### src/rtl/core/ofv_pkg.sv
// shared types, constants and register codes for the octree frustum visibility block
package ofv_pkg;

  localparam int NODE_W      = 12;
  localparam int COORD_W     = 24;
  localparam int DEPTH_W     = 4;
  localparam int STATE_W     = 2;
  localparam int CFG_IDX_W   = 3;
  localparam int CFG_DATA_W  = 64;
  localparam int EXTENT_W    = 23;
  localparam int EXT_W       = 24;
  localparam int PLANE_COUNT = 4;

  localparam logic [STATE_W-1:0] CLIP_NONE    = 2'b00;
  localparam logic [STATE_W-1:0] CLIP_INSIDE  = 2'b01;
  localparam logic [STATE_W-1:0] CLIP_OUTSIDE = 2'b10;
  localparam logic [STATE_W-1:0] CLIP_PARTIAL = 2'b11;

  typedef enum logic [CFG_IDX_W-1:0] {
    REG_PLANE_LEFT,
    REG_PLANE_RIGHT,
    REG_PLANE_BOTTOM,
    REG_PLANE_TOP,
    REG_LOOK_AXIS,
    REG_NEAR_FAR,
    REG_WORLD_EXTENT
  } cfg_reg_t;

  typedef struct packed {
    logic [11:0] nx;
    logic [11:0] ny;
    logic [11:0] nz;
    logic [27:0] w;
  } plane_t;

  typedef struct packed {
    plane_t [PLANE_COUNT-1:0] plane;
    logic [15:0]              lx;
    logic [15:0]              ly;
    logic [15:0]              lz;
    logic [31:0]              near_dist;
    logic [31:0]              far_dist;
    logic [EXTENT_W-1:0]      world_extent;
  } cfg_t;

endpackage

### src/rtl/core/ofv_cfg.sv
// configuration registers and field decode
module ofv_cfg (
  input  logic                           clk,
  input  logic                           rst_n,
  input  logic                           cfg_we,
  input  logic [ofv_pkg::CFG_IDX_W-1:0]  cfg_index,
  input  logic [ofv_pkg::CFG_DATA_W-1:0] cfg_wdata,
  output ofv_pkg::cfg_t                  cfg
);
  import ofv_pkg::*;

  logic [CFG_DATA_W-1:0] plane_r [PLANE_COUNT];
  logic [47:0]           look_r;
  logic [63:0]           near_far_r;
  logic [EXTENT_W-1:0]   extent_r;

  always_ff @(posedge clk) begin
    if (!rst_n) begin
      plane_r    <= '{default: '0};
      look_r     <= '0;
      near_far_r <= '0;
      extent_r   <= '0;
    end else if (cfg_we) begin
      unique case (cfg_reg_t'(cfg_index)) inside
        REG_PLANE_LEFT, REG_PLANE_RIGHT, REG_PLANE_BOTTOM, REG_PLANE_TOP: begin
          plane_r[cfg_index[1:0]] <= cfg_wdata;
        end
        REG_LOOK_AXIS: begin
          look_r <= cfg_wdata[47:0];
        end
        REG_NEAR_FAR: begin
          near_far_r <= cfg_wdata;
        end
        REG_WORLD_EXTENT: begin
          extent_r <= cfg_wdata[EXTENT_W-1:0];
        end
        default: begin
        end
      endcase
    end
  end

  always_comb begin
    for (int i = 0; i < PLANE_COUNT; i++) begin
      cfg.plane[i].nx = plane_r[i][11:0];
      cfg.plane[i].ny = plane_r[i][23:12];
      cfg.plane[i].nz = plane_r[i][35:24];
      cfg.plane[i].w  = plane_r[i][63:36];
    end
    cfg.lx           = look_r[15:0];
    cfg.ly           = look_r[31:16];
    cfg.lz           = look_r[47:32];
    cfg.near_dist    = near_far_r[31:0];
    cfg.far_dist     = near_far_r[63:32];
    cfg.world_extent = extent_r;
  end

endmodule

### config.mk
export PLATFORM = sky130hd
export DESIGN_NAME = ofv_cfg
export DESIGN_NICKNAME = d
export VERILOG_FILES = /design/src/rtl/core/ofv_pkg.sv /design/src/rtl/core/ofv_cfg.sv
export SDC_FILE = /design/constraint.sdc
export NUM_CORES = 1
export LEC_CHECK = 0
export ABC_AREA = 1
export ABC_CLOCK_PERIOD_IN_PS = 3810
export BUFFER_PORTS_ARGS = -buffer_cell sky130_fd_sc_hd__buf_2
export CAP_MARGIN = 40
export CORE_AREA = 2 2 180 182
export CTS_BUF_LIST = sky130_fd_sc_hd__clkbuf_8 sky130_fd_sc_hd__clkbuf_16
export CTS_CLUSTER_SIZE = 8
export DETAILED_ROUTE_END_ITERATION = 10
export DIE_AREA = 0 0 182 184
export HOLD_SLACK_MARGIN = 0.12
export PLACE_DENSITY = 0.81
export SLEW_MARGIN = 20
export SYNTH_ARGS = -nofsm -noshare
export SYNTH_HDL_FRONTEND = slang
export SYNTH_SLANG_ARGS = --single-unit
### constraint.sdc
create_clock -name clk -period 3.81 [get_ports clk]
set_clock_uncertainty 0.15 [all_clocks]
set_input_delay 1.143 -clock clk [delete_from_list [all_inputs] [get_ports clk]]
set_output_delay 1.143 -clock clk [all_outputs]
set_load 0.02 [all_outputs]
## After elaboration in Yosys (flattened, before gate mapping)

Cells that the tools add are included.

| operators by class | value |
|---|---|
| order comparisons | 2 |
| equal/unequal tests | 6 |
| mux-type cells | 3 |
| bitwise operators | 1 |
| reductions and logical operators | 7 |

Operators with widths:

| cell | number |
|---|---|
| $bwmux 256 | 1 |
| $demux 64 s2 | 1 |
| $mux 64 | 1 |
| $eq 3x3->1 const B | 3 |
| $reduce_and 2->1 | 4 |
| $eq 3x2->1 const B | 2 |
| $reduce_or 4->1 | 1 |
| $eq 3x1->1 const B | 1 |
| $ge 3x3->1 const B | 1 |
| $logic_not 3->1 | 1 |
| $lt 3x1->1 const B | 1 |
| $not 2->3 | 1 |
| $logic_and 1x1->1 | 1 |

| storage, ports and cells | value |
|---|---|
| register bits after elaboration | 391 |
| bits of input ports | 70 |
| logic and storage cells | 26 |

## Logic depth before layout (Yosys ltp)

| logic depth | value |
|---|---|
| depth in word-level cells | 6 |
| gate-level depth with buffers | 7 |
| mapped depth without buffers | 5 |

## Least setup slack after synthesis

OpenSTA, ideal clock, no wires.

| timing path | value |
|---|---|
| kind | input to register |
| start | input cfg_index[2] (netlist bit) |
| end | register plane_r (netlist bit cfg[175]) |
| arrival | 1.995 ns |
| setup slack | 1.601 ns |
| stages on the path | 6 |
| cells stage by stage | inv_1 > nand2_1 > nor2_4 > buf_4 > nor2_1 > nor2_1 |

| on the way | value |
|---|---|
| cells in the longest elaborated chain, start to end | 3 |

RTL lines:

| element | RTL line | text |
|---|---|---|
| start, declared | ofv_cfg.sv:6 | `input logic [ofv_pkg::CFG_IDX_W-1:0] cfg_index,` |
| $eq 3x1->1 (no source line) (tied with other cells) | - |  |
| $reduce_or 4->1 * | ofv_cfg.sv:24 | `unique case (cfg_reg_t'(cfg_index)) inside` |
| $reduce_and 2->1 (no source line) * | - |  |
| end signal, assigned by index | ofv_cfg.sv:26 | `plane_r[cfg_index[1:0]] <= cfg_wdata;` |
| end, declared | ofv_cfg.sv:12 | `logic [CFG_DATA_W-1:0] plane_r [PLANE_COUNT];` |

Mark *: on every way between the ends. The rest lies on a longest branch, timed or not.
A chain may end at the register's enable or synchronous reset.

## Final worst setup path

| timing path | value |
|---|---|
| start | input cfg_index[2] (netlist bit) |
| end | register plane_r (netlist bit cfg[207]) |

The elaborated chain is that of the path after synthesis.

==> key figures <==
Clock tree
  • Root buffer cell: clkbuf_16
  • CTS tree: yes
  • Setup Fix Bufs, Post-CTS: 0
  • Worst-path clk slew: about 0.05 ns
  • Hold Buf Count CTS: 0
  • Sink Count: about 400
  • CTS buffer count: 54
  • Worst-case clock buffer depth: 3
  • Clock latency on the worst-skew pair: 0.53 ns
  • Htree depth: 2
  • Post-CTS resize count: 0

Yosys
  • Yosys top cell area share: a little over 50%
  • Count of cell types in the netlist: 14
  • Post-Syn Nets: roughly 2300
  • Post-synth top area cell: dfxtp_1
  • Mapped Cells: between 2000 and 2500
  • Yosys reg bits: roughly 400
  • Synth warn: 0
  • Sequential area share after synthesis: roughly half
  • Syn Area/Cell: around 7.0 sq um
  • Synth top area cells: dfxtp_1 50%, nor2_1 18%, nand3_1 13%
  • Mapped Area: about 16000 sq um

Layout
  • Leading cell type in the layout, fill and taps excluded: nor2_1
  • Most frequent cells in the layout: 734 x nor2_1, 459 x buf_2, 397 x nand2_1, 391 x nand3_1, 391 x dfxtp_1
  • Layout cells sized above 1: a little over a fifth
  • P&R area growth vs syn: 23.61%
  • Final Util: slightly above 60%
  • Area of the multi-input gates: 6550 sq um
  • Filler cells: approximately 2900
  • Final Non-Filler Cells: roughly 3000
  • Final-stage net count: about 2700
  • Sequential standard cell area: approximately 8000 sq um

Worst setup path
  • Crit-path leading delay family: simple AND/OR/NAND/NOR gates
  • Data arrival, critical path: about 2.8 ns
  • Worst reg2reg setup slack: 2.97 ns
  • CP dominant cell by count: nor2_1
  • Crit path cell chain: buf_2, inv_1, nand2_1, nor2_4, buf_12, nor2_1, nor2_1
  • Maximum fanout along the worst path: 43
  • Reg-to-reg startpoint: cfg[172]
  • Max stage delay on crit path: 0.66 ns
  • Worst Path Required: just over 4 ns
  • Worst path slowest cell: nor2_4
  • Buffers & Inverters on Critical Path: 3
  • Setup crit end kind: register
  • Worst r2r dst: cfg[172]
  • R2R depth: 2
  • Crit Path Class: in -> reg
  • Startpoint types: input port

Timing
  • Slew Viols, Final: 0
  • Worst setup margin: approximately 1.4 ns
  • Setup Viol. Count Final: 0
  • Fmax: 411.9 MHz
  • Fin Hold WS: between 0.3 and 0.4 ns
  • Fin crit share: approximately 64%
  • Final min period: approximately 2.4 ns
  • Relative slew slack: about two fifths
  • Slew of the pin with the lowest slew margin: approximately 0.9 ns
  • RSZ-0062 raised after global routing: false
  • Final hold viol count: 0
  • Setup TNS: 0 ns

Global routing
  • Gr usage total: between 20% and 30%
  • First-pass GRT wire length: around 80000 microns
  • Largest net degree at the start of global routing: ~130
  • Overflow after GRT: 0
  • Initial antenna violation count: 0
  • Number of global-route vias before repair: around 15000

Floorplanning
  • Core ar.: around 31000 sq um
  • DIE HEIGHT: around 180 microns
  • Die area: around 33000 sq um
  • Initial core utilization: slightly below 50%
  • Num rows: between 60 and 70
  • Number of I/O pins: 461
  • Die width: around 180 microns

Outcome
  • Status: finished, final reports clean

Placement
  • Placed Cells: just under 3000
  • Post-place setup slack: ~0.85 ns
  • Gpl congestion: between 0.8 and 0.9
  • Port bufs: between 400 and 500
  • Post-DP HPWL: roughly 32000 microns

Routing
  • DR vias: between 15000 and 20000
  • Post-DRT Antenna Nets: 0
  • Drt drc: 0
  • DR vias/cell: ~5.3
  • Final wirelength: 50830 microns
  • Wire per inst: around 17 microns
  • Drt first pass iters: 7
  • Initial drt markers: ~1300

Min path
  • HP Start: look_r[8]
  • Worst Hold End: look_r[8]
  • Hold WC Path Type: reg -> reg
  • Worst hold path depth: 2

Flow run
  • Max-Cap Viols: 0

Power and ir drop
  • Pwr Density: around 500 nW/um^2
  • VDD IR max: ~340 uV
  • Leak: ~0.0095 uW
-- synthesized netlist by cell type (all sizes together) --
cell      n
dfxtp   391
buf     151
nor2    744
nand2   397
inv      70
nand3   391
a21oi    48
clkbuf   19
-- flip-flops by register name (all words and copies together) (netlist names) --
signal and cells:
near_far_r 64, extent_r 23, cfg 256, look_r 48
-- area by class of cell --
| type | count | area share (%) |
|---|---|---|
| inverters | 70 | 1.396 |
| clock inverters | 2 | 0.06523 |
| clock buffers | 55 | 7.175 |
| diodes | 1 | 0.01305 |
| repair buffers | 489 | 13.78 |
| well taps | 402 | 2.622 |
| flip-flops and latches | 391 | 40.81 |
| multi-input cells | 1580 | 34.15 |
-- where the power goes --
part           switching, uW  total (uW)  internal [uW]  leakage [uW]
Sequential              79.8        4320           4240       0.00318
Combinational            777        1090            317       0.00562
Clock                   1630        4130           2500      0.000688
Total                   2480        9550           7060       0.00949
-- worst register-to-register path: stages (launching register included) --
cell and delay [ns]:
dfxtp_1 0.37, nor2_1 0.07, nor2_1 0.18
-- metal layers --
layer  share of wire, %  routed length, microns  GRT usage [%]  vias up
li1                   -                       -              -     7624
met1                 38                   19460          35.26     7259
met2                 47                   23730          48.05      887
met3                9.7                    4911          6.161      165
met4                5.4                    2728          17.29        0
met5                  0                       0              0        -
-- logic make-up after synthesis --
kind of cell           share of synthesized area [%]
AO/OA/AOI/OAI                                  1.548
buffers and inverters                          7.530
AND/OR/NAND/NOR                                40.48
flip-flops                                     50.44
-- through the flow --
step	power (uW)	area [sq um]
finish	9546	19180
global route	9880	19180
CTS	9586	19180
detailed placement	5480	17790
global placement	5455	17790
floorplan	5119	15520
-- how the worst max path moves through the flow --
stage               endpoint  slack, ns  depth (start not counted)          from
global placement    cfg[202]       0.90                          7  cfg_index[2]
global route        cfg[296]       1.28                          7  cfg_index[2]
detailed placement  cfg[241]       0.85                          7  cfg_index[2]
floorplan           cfg[175]       1.60                          6  cfg_index[2]
finish              cfg[207]       1.38                          7  cfg_index[2]
CTS                 cfg[101]       1.39                          1    look_r[46]
No activity file was read; power rests on OpenSTA's default activity.
